<file path="config.mk">
export PLATFORM = sky130hd
export DESIGN_NAME = occ_front
export DESIGN_NICKNAME = d
export VERILOG_FILES = /design/src/rtl/core/occ_pkg.sv /design/src/rtl/core/occ_front.sv
export SDC_FILE = /design/constraint.sdc
export NUM_CORES = 1
export LEC_CHECK = 0
export ABC_AREA = 1
export BUFFER_PORTS_ARGS = -buffer_cell sky130_fd_sc_hd__buf_2
export CAP_MARGIN = 20
export CELL_PAD_IN_SITES_DETAIL_PLACEMENT = 1
export CELL_PAD_IN_SITES_GLOBAL_PLACEMENT = 1
export CORE_UTILIZATION = 31
export DETAILED_ROUTE_END_ITERATION = 12
export PLACE_DENSITY = 0.95
export SYNTH_ARGS = -nofsm -noshare
export SYNTH_HDL_FRONTEND = slang
export SYNTH_SLANG_ARGS = --single-unit
</file>
<file path="constraint.sdc">
create_clock -name vclk -period 6.2
set_input_delay 1.55 -clock vclk [all_inputs]
set_output_delay 1.55 -clock vclk [all_outputs]
set_load 0.01 [all_outputs]
</file>
<file path="src/rtl/core/occ_pkg.sv">
// ----------------------------------------------------------------------------
// occ_pkg
// Shared types and constants of the occupancy grid store: channel payloads,
// item kinds and the entry that travels from the front part to the back part.
// ----------------------------------------------------------------------------
package occ_pkg;

  // Widest coordinate inside any supported grid (up to 127 columns or rows)
  localparam int CRD_W       = 7;
  // Coordinate width on the result channel
  localparam int NB_OUT_W    = 6;
  // Number of four-neighbours of a cell
  localparam int NB_N        = 4;
  // Entries between front and back
  localparam int QUEUE_DEPTH = 2;
  // Configuration register data width
  localparam int CFG_W       = 7;

  typedef enum logic [1:0] {
    KIND_SET   = 2'd0,
    KIND_QUERY = 2'd1,
    KIND_NBR   = 2'd2,
    KIND_NONE  = 2'd3
  } kind_e;

  typedef struct packed {
    logic [1:0]        kind;
    logic signed [7:0] pos_x;
    logic signed [7:0] pos_y;
    logic              obstacle_value;
    logic              skip_blocked;
  } in_item_t;

  typedef struct packed {
    logic                in_bounds;
    logic                cell_value;
    logic                walkable;
    logic                neighbour_valid;
    logic [NB_OUT_W-1:0] neighbour_x;
    logic [NB_OUT_W-1:0] neighbour_y;
    logic                last;
  } out_item_t;

  // Classified command: centre and neighbours already checked against the grid
  typedef struct packed {
    kind_e                       kind;
    logic                        ib;
    logic                        val;
    logic                        wonly;
    logic [CRD_W-1:0]            cx;
    logic [CRD_W-1:0]            cy;
    logic [NB_N-1:0]             nb_in;
    logic [NB_N-1:0][CRD_W-1:0]  nx;
    logic [NB_N-1:0][CRD_W-1:0]  ny;
  } qentry_t;

endpackage

</file>
<file path="src/rtl/core/occ_front.sv">
// ----------------------------------------------------------------------------
// occ_front
// Input side: accepts items, drops unused kinds, checks the point and its
// four neighbours against the active grid size and pushes a command.
// ----------------------------------------------------------------------------
module occ_front #(
  parameter int MAX_WIDTH  = 64,
  parameter int MAX_HEIGHT = 64
) (
  input  logic                       in_valid_i,
  output logic                       in_ready_o,
  input  occ_pkg::in_item_t          in_item_i,
  input  logic [occ_pkg::CFG_W-1:0]  grid_width_i,
  input  logic [occ_pkg::CFG_W-1:0]  grid_height_i,
  input  logic                       q_full_i,
  input  logic                       clearing_i,
  output logic                       push_o,
  output occ_pkg::qentry_t           entry_o
);
  import occ_pkg::*;

  logic [CFG_W-1:0]  eff_w, eff_h;
  logic signed [9:0] sx, sy;
  logic signed [9:0] nbx [NB_N];
  logic signed [9:0] nby [NB_N];
  kind_e             kind;

  function automatic logic in_grid(logic signed [9:0] x, logic signed [9:0] y,
                                   logic [CFG_W-1:0] w, logic [CFG_W-1:0] h);
    logic signed [9:0] sw, sh;
    sw = $signed({3'b000, w});
    sh = $signed({3'b000, h});
    return (x >= 10'sd0) && (x < sw) && (y >= 10'sd0) && (y < sh);
  endfunction

  assign eff_w = (grid_width_i  > CFG_W'(MAX_WIDTH))  ? CFG_W'(MAX_WIDTH)  : grid_width_i;
  assign eff_h = (grid_height_i > CFG_W'(MAX_HEIGHT)) ? CFG_W'(MAX_HEIGHT) : grid_height_i;

  assign sx   = {{2{in_item_i.pos_x[7]}}, in_item_i.pos_x};
  assign sy   = {{2{in_item_i.pos_y[7]}}, in_item_i.pos_y};
  assign kind = kind_e'(in_item_i.kind);

  // Order: +x, -x, +y, -y
  assign nbx[0] = sx + 10'sd1;
  assign nbx[1] = sx - 10'sd1;
  assign nbx[2] = sx;
  assign nbx[3] = sx;
  assign nby[0] = sy;
  assign nby[1] = sy;
  assign nby[2] = sy + 10'sd1;
  assign nby[3] = sy - 10'sd1;

  assign in_ready_o = !q_full_i && !clearing_i;
  assign push_o     = in_valid_i && in_ready_o && (kind != KIND_NONE);

  always_comb begin
    entry_o.kind  = kind;
    entry_o.ib    = in_grid(sx, sy, eff_w, eff_h);
    entry_o.val   = in_item_i.obstacle_value;
    entry_o.wonly = in_item_i.skip_blocked;
    entry_o.cx    = sx[CRD_W-1:0];
    entry_o.cy    = sy[CRD_W-1:0];
    for (int i = 0; i < NB_N; i++) begin
      entry_o.nb_in[i] = entry_o.ib && in_grid(nbx[i], nby[i], eff_w, eff_h);
      entry_o.nx[i]    = nbx[i][CRD_W-1:0];
      entry_o.ny[i]    = nby[i][CRD_W-1:0];
    end
  end

endmodule

</file>
-- Yosys cells after proc, flatten, opt, wreduce, memory -nomap -nowiden
Cells that the tools add are included.
W data, S select, Z words.
- reductions and logical operators: 22
- eq/ne operators: 1
- add/subtract/negate cells: 4
- $lt $le $gt $ge: 14
- muxes and demuxes: 2
- operator list (operator ; count):
    $ge A9 B1 Y1 const B ; 4
    $lt A9 B8 Y1 ; 4
    $logic_and A1 B1 Y1 ; 20
    $add A8 B2 Y9 const B ; 2
    $sub A8 B2 Y9 const B ; 2
    $ge A8 B1 Y1 const B ; 2
    $lt A8 B8 Y1 ; 2
    $gt A7 B7 Y1 const B ; 2
    $mux W7 ; 2
    $logic_not A1 Y1 ; 2
    $ne A2 B2 Y1 const B ; 1
- input bits: 37
- bits in registers: 0

-- Depth between registers and ports, before layout
- word-level depth: 7
- gate-level depth with buffers: 12

-- Worst setup path before layout
No wires, ideal clock.
- kind: input port to output port
- start point: in in_item_i[2] (netlist bit)
- end point: out entry_o[59] (netlist bit)
- arrival: 3489 ps
- data required time: 4650 ps
- cell stages on the path: 11
- buffers on the path: 0
- setup slack: 1161 ps
- cells stage by stage: inv_1 > ha_1 > nand2_1 > nor3_1 > xor2_1 > ha_1 > a21oi_1 > nand2_1 > a211oi_1 > nand2_1 > nor2_1
- RTL lines (item ; line ; source):
    start, declared ; occ_front.sv:12 ; input occ_pkg::in_item_t in_item_i,
    end, declared ; occ_front.sv:18 ; output occ_pkg::qentry_t entry_o

==> impl_metrics.json <==
{
  "crit_fanout": 8,
  "timing.critical_path.to": "entry_o[59]",
  "timing_max_transition_violations_final": 0,
  "routed.top_layer": "met4",
  "max_freq_mhz": 187,
  "mappedNetlistArea_sq_um": 1820,
  "critical_path_class": "primary input to primary output",
  "final.period_utilization_pct": 86.3,
  "synth.area.top_cells": "ha_1 (29%), buf_4 (20%), nand2_1 (10%), xor2_1 (8.7%), inv_1 (6.2%)",
  "start_kind": "primary input",
  "cts.repair.resized": 0,
  "cts_stage_hold_buffer_count": 0,
  "top_level_ports": 118,
  "arrival_ns": 3.80,
  "final_hold_viol_count": 0,
  "post-place-ws_ns": 0.832,
  "vias_in_the_first_global_route": 1923,
  "grt_first_pass_wirelength_microns": 8490,
  "grt_remaining_overflow": 0,
  "antenna_violating_nets_post_route": 0,
  "cpPeakStageDelay_ns": 0.32,
  "postCtsSetupRepairBufs": 0,
  "holdCritPathClass": "primary input to primary output",
  "synth_common_cells": "nand2_1 (49), buf_4 (48), ha_1 (42), inv_1 (30), nor2_1 (25)",
  "largest_net_degree_at_the_start_of_global_routing": 11,
  "timing_worst_slew_pin_value_ns": 0.377,
  "timing.max_slew.rel_slack_pct": 74.7,
  "met3WireLength_microns": 283,
  "finalWorstSetupSlack_ns": 0.848,
  "detailed_route_vias_per_instance": 4.78,
  "antennaDiodeCount": 0,
  "syn_area_per_cell_sq_um": 6.62,
  "vias": 1965,
  "synth_top_cell_area_share_pct": 28.8,
  "io_buffers": 114,
  "synthesis.instances": 275,
  "crit_path_cell_trace": "buf_2 -> inv_1 -> ha_1 -> nand2_1 -> nor3_1 -> xor2_1 -> ha_1 -> a21oi_1 -> nand2_1 -> a211oi_1 -> nand2_1 -> nor2_1 -> buf_2",
  "routability_driven_placement_congestion_ratio": 0.885,
  "wl_met2_microns": 2750,
  "leakage_nw": 1.25,
  "timing.critical_path.max_delay_family": "simple AND/OR/NAND/NOR gates",
  "critical_path.startpoint": "in_item_i[2]",
  "synth.most_common_cell": "nand2_1",
  "slowest_stage": "nor3_1",
  "final_net_count": 420,
  "ys_seq_area_share_pct": 0,
  "hpwlAfterDp_microns": 4650,
  "path_common_cell": "nand2_1",
  "total_routed_wire_length_on_the_met1_layer_microns": 2130,
  "standard_cell_core_area_sq_um": 5570,
  "fp-row-count": 27,
  "worst_ir_drop_vdd_uv": 34.0,
  "detailed_place.area_sq_um": 2110,
  "layout.cell_area.non_filler_sq_um": 2110,
  "dr.first_iter.drc_count": 22,
  "firstDrtPassIters": 3,
  "die_height_microns": 78.7,
  "totalNegativeSetupSlack_ns": 0,
  "mappedNetlistNets": 354,
  "setup_viol_count_final": 0,
  "sequential_cell_count_of_the_final_layout": 0,
  "unrepaired_setup_endpoints_after_global_routing": "no",
  "wl_per_cell_microns": 12.7,
  "final.clkbuf_count": 0,
  "post-synth-top-area-cell": "ha_1",
  "powerDensity_nw_per_um2": 80.3,
  "cp_data_required_time_ns": 4.65,
  "synthToLayoutAreaGrowth_pct": 15.6,
  "drt_drc_violations_left": 0,
  "grt_antenna_before_repair": 0,
  "seq_area_sq_um": 0,
  "routed_wl_microns": 5210,
  "synth_cell_type_count": 28,
  "design.die.area_sq_um": 6190,
  "worst-path-buf-inv": 3,
  "timing.max_cap.violations": 0,
  "floorplan.die.width_microns": 78.7,
  "worstSetupEndpointType": "primary output",
  "initial_utilization_pct": 32.7,
  "layout-drive-gt1-share_pct": 36.6,
  "worst-path-stages": 13,
  "yosysWarnings": 0,
  "final.min_clock_period_ns": 5.35,
  "status": "completed",
  "worstHoldPathCells": 0,
  "groute.usage.overall_pct": 16.6
}
==> per-stage QoR <==
stage	util (%)	hold WS, ns	total power [mW]	instances
finish	37.8	3.10	0.169	411
global route	37.8	3.10	0.192	411
CTS	37.8	3.10	0.171	411
detailed placement	37.8	3.10	0.170	411
global placement	37.8	3.10	0.162	411
floorplan	-	3.15	0.121	275
==> logic make-up after synthesis <==
logic type      count (synthesis)  synth area share [%]
buf+inv                        83                  27.5
xor+xnor                       18                  8.65
simple gates                  103                  25.6
fa+ha+maj                      42                  28.8
compound gates                 29                  9.41
==> where the power goes <==
part           switching (mW)  internal, mW
sequential                  0             0
combinational           0.102        0.0675
clock                       0             0
total                   0.102        0.0675
==> metal layers <==
layer  vias up  global-route usage (%)
met3         4                   0.698
met5         -                       0
met4         0                    2.04
li1        986                       -
met1       894                    18.2
met2        81                    34.9
==> cells in the final DEF, fill, tap and decap left out <==
master	count
buf_2	114
nand2_1	49
ha_1	42
inv_1	30
nor2_1	25
xor2_1	18
a21oi_1	15
nand3_1	11
nand4_1	6
nor3_1	4
inv_2	3
a211oi_1	3
o21ai_0	3
nor2_2	2
o21ai_1	2
o211ai_1	2
nand3_4	1
o21a_1	1
a21oi_2	1
nand3_2	1
nor3_4	1
nand2_2	1
a211o_1	1
nand3b_1	1
or2_1	1
o2111ai_1	1
==> final cells by class <==
type                       instances  area, sq um
tap                               72         90.1
multi-input combinational        192         1320
timing repair buffer             114          571
inverter                          33          124
fill                             772         3470
==> worst min-delay path by stage <==
stage	startpoint	endpoint	slack, ns
2_1_floorplan	q_full_i	in_ready_o	3.15
3_3_place_gp	in_item_i[0]	entry_o[74]	3.10
3_5_place_dp	in_item_i[0]	entry_o[74]	3.10
4_1_cts	in_item_i[0]	entry_o[74]	3.10
5_1_grt	in_item_i[1]	entry_o[75]	3.10
6_report	in_item_i[1]	entry_o[75]	3.10
Power figures use the tool's default switching activity.
