`src/rtl/core/occ_pkg.sv`:
```
// ----------------------------------------------------------------------------
// occ_pkg
// Shared types and constants of the occupancy grid store: channel payloads,
// item kinds and the entry that travels from the front part to the back part.
// ----------------------------------------------------------------------------
package occ_pkg;

  // Widest coordinate inside any supported grid (up to 127 columns or rows)
  localparam int CRD_W       = 7;
  // Coordinate width on the result channel
  localparam int NB_OUT_W    = 6;
  // Number of four-neighbours of a cell
  localparam int NB_N        = 4;
  // Entries between front and back
  localparam int QUEUE_DEPTH = 2;
  // Configuration register data width
  localparam int CFG_W       = 7;

  typedef enum logic [1:0] {
    KIND_SET   = 2'd0,
    KIND_QUERY = 2'd1,
    KIND_NBR   = 2'd2,
    KIND_NONE  = 2'd3
  } kind_e;

  typedef struct packed {
    logic [1:0]        kind;
    logic signed [7:0] pos_x;
    logic signed [7:0] pos_y;
    logic              obstacle_value;
    logic              skip_blocked;
  } in_item_t;

  typedef struct packed {
    logic                in_bounds;
    logic                cell_value;
    logic                walkable;
    logic                neighbour_valid;
    logic [NB_OUT_W-1:0] neighbour_x;
    logic [NB_OUT_W-1:0] neighbour_y;
    logic                last;
  } out_item_t;

  // Classified command: centre and neighbours already checked against the grid
  typedef struct packed {
    kind_e                       kind;
    logic                        ib;
    logic                        val;
    logic                        wonly;
    logic [CRD_W-1:0]            cx;
    logic [CRD_W-1:0]            cy;
    logic [NB_N-1:0]             nb_in;
    logic [NB_N-1:0][CRD_W-1:0]  nx;
    logic [NB_N-1:0][CRD_W-1:0]  ny;
  } qentry_t;

endpackage

```
`src/rtl/core/occ_queue.sv`:
```
// ----------------------------------------------------------------------------
// occ_queue
// Short command queue between the front and back parts.
// ----------------------------------------------------------------------------
module occ_queue (
  input  logic              clk_i,
  input  logic              rst_ni,
  input  logic              push_i,
  input  occ_pkg::qentry_t  entry_i,
  input  logic              pop_i,
  output occ_pkg::qentry_t  entry_o,
  output logic              full_o,
  output logic              empty_o
);
  import occ_pkg::*;

  localparam int PW = (QUEUE_DEPTH > 1) ? $clog2(QUEUE_DEPTH) : 1;
  localparam int CW = $clog2(QUEUE_DEPTH + 1);

  qentry_t       mem_q [QUEUE_DEPTH];
  logic [PW-1:0] wr_ptr_q, wr_ptr_d, rd_ptr_q, rd_ptr_d;
  logic [CW-1:0] cnt_q, cnt_d;
  logic          do_push, do_pop;

  assign full_o  = (cnt_q == CW'(QUEUE_DEPTH));
  assign empty_o = (cnt_q == '0);
  assign do_push = push_i && !full_o;
  assign do_pop  = pop_i && !empty_o;
  assign entry_o = mem_q[rd_ptr_q];

  always_comb begin
    wr_ptr_d = wr_ptr_q;
    rd_ptr_d = rd_ptr_q;
    cnt_d    = cnt_q;
    if (do_push) begin
      wr_ptr_d = (wr_ptr_q == PW'(QUEUE_DEPTH - 1)) ? '0 : wr_ptr_q + PW'(1);
    end
    if (do_pop) begin
      rd_ptr_d = (rd_ptr_q == PW'(QUEUE_DEPTH - 1)) ? '0 : rd_ptr_q + PW'(1);
    end
    if (do_push && !do_pop) begin
      cnt_d = cnt_q + CW'(1);
    end else if (do_pop && !do_push) begin
      cnt_d = cnt_q - CW'(1);
    end
  end

  always_ff @(posedge clk_i or negedge rst_ni) begin
    if (!rst_ni) begin
      wr_ptr_q <= '0;
      rd_ptr_q <= '0;
      cnt_q    <= '0;
    end else begin
      wr_ptr_q <= wr_ptr_d;
      rd_ptr_q <= rd_ptr_d;
      cnt_q    <= cnt_d;
    end
  end

  always_ff @(posedge clk_i) begin
    if (do_push) begin
      mem_q[wr_ptr_q] <= entry_i;
    end
  end

endmodule

```
`config.mk`:
```
export PLATFORM = sky130hd
export DESIGN_NAME = occ_queue
export DESIGN_NICKNAME = d
export VERILOG_FILES = /design/src/rtl/core/occ_pkg.sv /design/src/rtl/core/occ_queue.sv
export SDC_FILE = /design/constraint.sdc
export NUM_CORES = 1
export LEC_CHECK = 0
export CAP_MARGIN = 20
export CORE_ASPECT_RATIO = 1.1
export CORE_MARGIN = 2
export CORE_UTILIZATION = 45
export CTS_CLUSTER_SIZE = 12
export DETAILED_ROUTE_END_ITERATION = 7
export DONT_BUFFER_PORTS = 1
export GPL_ROUTABILITY_DRIVEN = 0
export PLACE_DENSITY = 0.59
export SLEW_MARGIN = 40
export SYNTH_ARGS = -nofsm -noshare
export SYNTH_HDL_FRONTEND = slang
export SYNTH_SLANG_ARGS = --single-unit
```
`constraint.sdc`:
```
create_clock -name clk_i -period 6.6 [get_ports clk_i]
set_clock_uncertainty 0.15 [all_clocks]
set_input_delay 0.66 -clock clk_i [delete_from_list [all_inputs] [get_ports clk_i]]
set_output_delay 0.66 -clock clk_i [all_outputs]
set_load 0.1 [all_outputs]
```
# Yosys cells after proc, flatten, opt, wreduce, memory -nomap -nowiden
# Memories as Yosys holds them, arrays and structs flattened.
# Index checks and enable logic that the tools add are counted.
# classes
n_reduce_logical	10
n_eq_ne	1
n_mux	6
add_sub_neg	4
# ops
cell	n
$logic_and 1x1->1	4
$logic_not 1->1	4
$mux 1	4
$mux 2	2
$add 1x1->1 const B	2
$add 2x1->2 const B	1
$eq 2x2->1 const B	1
$logic_not 2->1	1
$reduce_bool 2->1	1
$sub 2x1->2 const B	1
# totals
inputBits	83
elab_cells	25
ram_bits	158
mem_count	1
register_bits	4
output_inout_bits	81
# memory_table
name	words	word_bits	rd	rd_clocked_by_memory_dff	wr	line_no	source
mem_q	2	79	1	0	1	occ_queue.sv:20	qentry_t mem_q [QUEUE_DEPTH];

# Depth between registers and ports, before layout
# depth
depth_word	7
mapped_depth	7
ltp_nobuf	7

# Worst setup path after synthesis
# Ideal clock, no wire load.
# synth_path
path_kind	input -> register
from	in push_i
to	mem mem_q[0][0] (netlist name) (enable)
required_time_ns	5.933
cell_stages	2
path_slack_ns	1.889
arrival_ns	4.044
setup_time_ns	0.517
path_cell_list	nand2_1 nor2_1
# synth_between
elab_chain_cells	3
# synth_rtl
item	line_no	source
start, declared	occ_queue.sv:8	input logic push_i,
$logic_and 1x1->1	occ_queue.sv:27	assign do_push = push_i && !full_o;
$mux 1	occ_queue.sv:61	if (do_push) begin
$mux 1 (implied by the code)	occ_queue.sv:62	mem_q[wr_ptr_q] <= entry_i;
end, declared	occ_queue.sv:20	
# Every way passes these cells.

==> run_summary.xml <==
<?xml version="1.0" encoding="UTF-8"?>
<metrics>
  <group name="outcome">
    <metric name="outcome" unit="">finished, final reports clean</metric>
  </group>
  <group name="global_routing">
    <metric name="grt-ovfl-total" unit="">0</metric>
    <metric name="gr-usage-all-layers" unit="">0.1331</metric>
    <metric name="pin_count_of_the_biggest_net_entering_global_routing" unit="">45</metric>
    <metric name="grt_busiest_layer" unit="">met2</metric>
    <metric name="groute.layer.met2.usage" unit="">0.2105</metric>
    <metric name="gr-usage-met1" unit="">0.1317</metric>
    <metric name="initial_antenna_violation_count" unit="">0</metric>
    <metric name="vias_in_the_first_global_route" unit="">2570</metric>
    <metric name="wire_length_of_the_first_global_routing_pass" unit="um">14020</metric>
    <metric name="grtUsageMet3" unit="">0.08889</metric>
  </group>
  <group name="synthesis">
    <metric name="synthesis.area" unit="sq um">6299</metric>
    <metric name="ys_types" unit="">14</metric>
    <metric name="synthXorXnorAreaFrac" unit="">0.006953</metric>
    <metric name="synth_compound_gate_area_share" unit="">0.0007946</metric>
    <metric name="synthMuxAreaShare" unit="">0.1883</metric>
    <metric name="yosys.area_share.adder" unit="">0.001986</metric>
    <metric name="synthesis.area_per_instance" unit="sq um">23.77</metric>
    <metric name="synthesis.yosys.warnings" unit="">0</metric>
    <metric name="synth_sequential_area_ratio" unit="">0.7692</metric>
    <metric name="postSynthNetCount" unit="">349</metric>
    <metric name="synth_simple_gate_area_frac" unit="">0.004370</metric>
    <metric name="ys_seq_elements" unit="">162</metric>
    <metric name="number_of_instances_in_the_synthesized_netlist" unit="">265</metric>
    <metric name="synth_top_family_by_area" unit="">multiplexers</metric>
  </group>
  <group name="drt">
    <metric name="firstDrtPassIters" unit="">4</metric>
    <metric name="totalWireLength" unit="um">9640</metric>
    <metric name="via_count" unit="">2384</metric>
    <metric name="detail-route-antenna-nets" unit="">0</metric>
    <metric name="vias_per_cell" unit="">4.936</metric>
    <metric name="post-route-drc-count" unit="">0</metric>
    <metric name="wl_cell" unit="um">19.96</metric>
    <metric name="dr.first_iter.drc_count" unit="">190</metric>
  </group>
  <group name="setup_path">
    <metric name="worstPathBufferInverterCount" unit="">1</metric>
    <metric name="cp_cell_sequence" unit="">buf_4, mux2_4</metric>
    <metric name="worst-endpoint-required" unit="ps">5790</metric>
    <metric name="rr_startpoint" unit="">cnt_q[0]</metric>
    <metric name="critical_path.slowest_cell" unit="">sky130_fd_sc_hd__dfrtp_4</metric>
    <metric name="critical_path_class" unit="">register to output pin</metric>
    <metric name="crit_arrival" unit="ps">2570</metric>
    <metric name="crit_path_end_kind" unit="">output pin</metric>
    <metric name="crit_start" unit="">rd_ptr_q</metric>
    <metric name="crit_fanout" unit="">41</metric>
    <metric name="max_stage_delay" unit="ps">910</metric>
    <metric name="cp_top_family" unit="">flip-flops</metric>
    <metric name="startpoint_kind_of_the_worst_setup_timing_path" unit="">register</metric>
  </group>
  <group name="layout">
    <metric name="mostFrequentLayoutCell" unit="">sky130_fd_sc_hd__edfxtp_1</metric>
    <metric name="nets_final" unit="">366</metric>
    <metric name="final_util" unit="">0.5164</metric>
    <metric name="layoutNonFillerInstCount" unit="">483</metric>
    <metric name="layout_common_cells" unit="">158 x sky130_fd_sc_hd__edfxtp_1, 79 x sky130_fd_sc_hd__mux2_4, 17 x sky130_fd_sc_hd__clkbuf_16</metric>
    <metric name="insertedDiodeCount" unit="">0</metric>
    <metric name="areaGrowthSynthToFinish" unit="%">12.63</metric>
    <metric name="final.fill_count" unit="">1121</metric>
    <metric name="fraction_of_layout_instances_using_a_drive_strength_above_1" unit="">0.4000</metric>
  </group>
  <group name="sta">
    <metric name="number_of_hold_violations_in_the_final_report" unit="">0</metric>
    <metric name="final_period_minus_worst_setup_slack" unit="ps">3381</metric>
    <metric name="timing.fmax" unit="MHz">295.8</metric>
    <metric name="timing.final.max_slew_violations" unit="">0</metric>
    <metric name="slew_headroom" unit="">0.4422</metric>
    <metric name="finalCritPeriodShare" unit="">0.5123</metric>
    <metric name="setup_viol" unit="">0</metric>
    <metric name="unrepaired_setup_endpoints_after_global_routing" unit="">false</metric>
    <metric name="setup_tns" unit="ps">0</metric>
    <metric name="max_slew.worst_pin.slew" unit="ps">835.8</metric>
  </group>
  <group name="min_path">
    <metric name="hp-start" unit="">entry_i[64]</metric>
    <metric name="min_path_type" unit="">input port to register</metric>
  </group>
  <group name="die">
    <metric name="core-area" unit="sq um">13740</metric>
    <metric name="die_x" unit="um">116.8</metric>
    <metric name="floorplan.initialDensity" unit="">0.4585</metric>
    <metric name="die_height" unit="um">128.1</metric>
    <metric name="num_rows" unit="">45</metric>
    <metric name="io_pins" unit="">164</metric>
    <metric name="floorplan.die_area" unit="sq um">14960</metric>
  </group>
  <group name="clock_tree">
    <metric name="cts.sinks" unit="">162</metric>
    <metric name="clock_insertion_delay_worst_skew" unit="ps">410</metric>
    <metric name="htree_num_levels" unit="">4</metric>
    <metric name="post_cts.resized_instances" unit="">0</metric>
    <metric name="clk_pin_slew" unit="ps">60</metric>
    <metric name="tritoncts_clock_tree" unit="">yes</metric>
    <metric name="cts_made_buffers" unit="">17</metric>
    <metric name="max-clock-path-buffers" unit="">2</metric>
    <metric name="cts_root_buf" unit="">sky130_fd_sc_hd__clkbuf_16</metric>
  </group>
  <group name="place">
    <metric name="dpl_hpwl" unit="um">6412</metric>
    <metric name="numPlacedInstances" unit="">450</metric>
    <metric name="io_buffers" unit="">0</metric>
  </group>
  <group name="flow_run">
    <metric name="cap_violations" unit="">0</metric>
  </group>
</metrics>
==> per-stage QoR <==
stage / cell area (sq um) / setup slack, ps / hold WS, ps
detailed placement: 6491 / 3576 / 214.6
finish: 7094 / 3219 / 192.6
floorplan: 6299 / 1889 / 214.4
CTS: 7094 / 3124 / 168.2
global route: 7094 / 3054 / 159.6
global placement: 6396 / 3596 / 214.6
==> cells in the mapped netlist (all sizes together) <==
master	number	share of area
nand2b	1	0.00099
edfxtp	158	0.75
xor2	2	0.0028
ha	1	0.0020
dfrtp	4	0.016
nor2	3	0.0018
and3	1	0.00099
mux2	79	0.19
buf	9	0.027
nand2	1	0.00060
o21ai	1	0.00079
xnor2	3	0.0042
inv	2	0.0012
==> logic make-up (layout without fill, tap and decap cells) <==
kind of cell             count (synthesis)  after routing
adder cells (fa/ha/maj)                  1              1
XOR/XNOR                                 5              5
flip-flops                             162            162
AND/OR/NAND/NOR                          6              6
multiplexers                            79             79
buffers and inverters                   11             41
AO/OA/AOI/OAI                            1              1
==> state kept, by name, indices dropped and copies added, names as in the netlist <==
signal,flops
cnt_q,2
mem_q,158
rd_ptr_q,1
wr_ptr_q,1
==> timing repair <==
action | in CTS | in global routing
setup buffers | 0 | 0
hold buffers | 1 | 0
endpoints found under the hold margin | 4 | 0
setup endpoints to repair | 0 | 0
==> final timing paths <==
path / endpoint / cells past startpoint / slack, ps
max reg2reg: mem_q[0][74] / 6 / 4250
max: entry_o[69] / 2 / 3220
max in group asynchronous: rd_ptr_q / 1 / 5750
min: mem_q[0][64] / 0 / 190
min reg2reg: wr_ptr_q / 1 / 410
min in group asynchronous: wr_ptr_q / 1 / 370
==> routing by layer <==
metal / up-vias / part of all wire
met5: - / 0
met1: 1185 / 0.33
li1: 1077 / -
met2: 106 / 0.52
met3: 16 / 0.13
met4: 0 / 0.027
==> cell type report <==
type | instances | area, sq um | share of cell area
Multi-Input combinational cell | 92 | 1295 | 0.1825
Clock inverter | 14 | 163.9 | 0.02310
Sequential cell | 162 | 4848 | 0.6834
Tap cell | 188 | 235.2 | 0.03316
Clock buffer | 18 | 429.2 | 0.06049
Timing Repair Buffer | 7 | 115.1 | 0.01623
Inverter | 2 | 7.507 | 0.001058
Power is left out: the tool's default activity adds up to more than one toggle a clock period on the data nets, which glitch-free logic cannot reach.
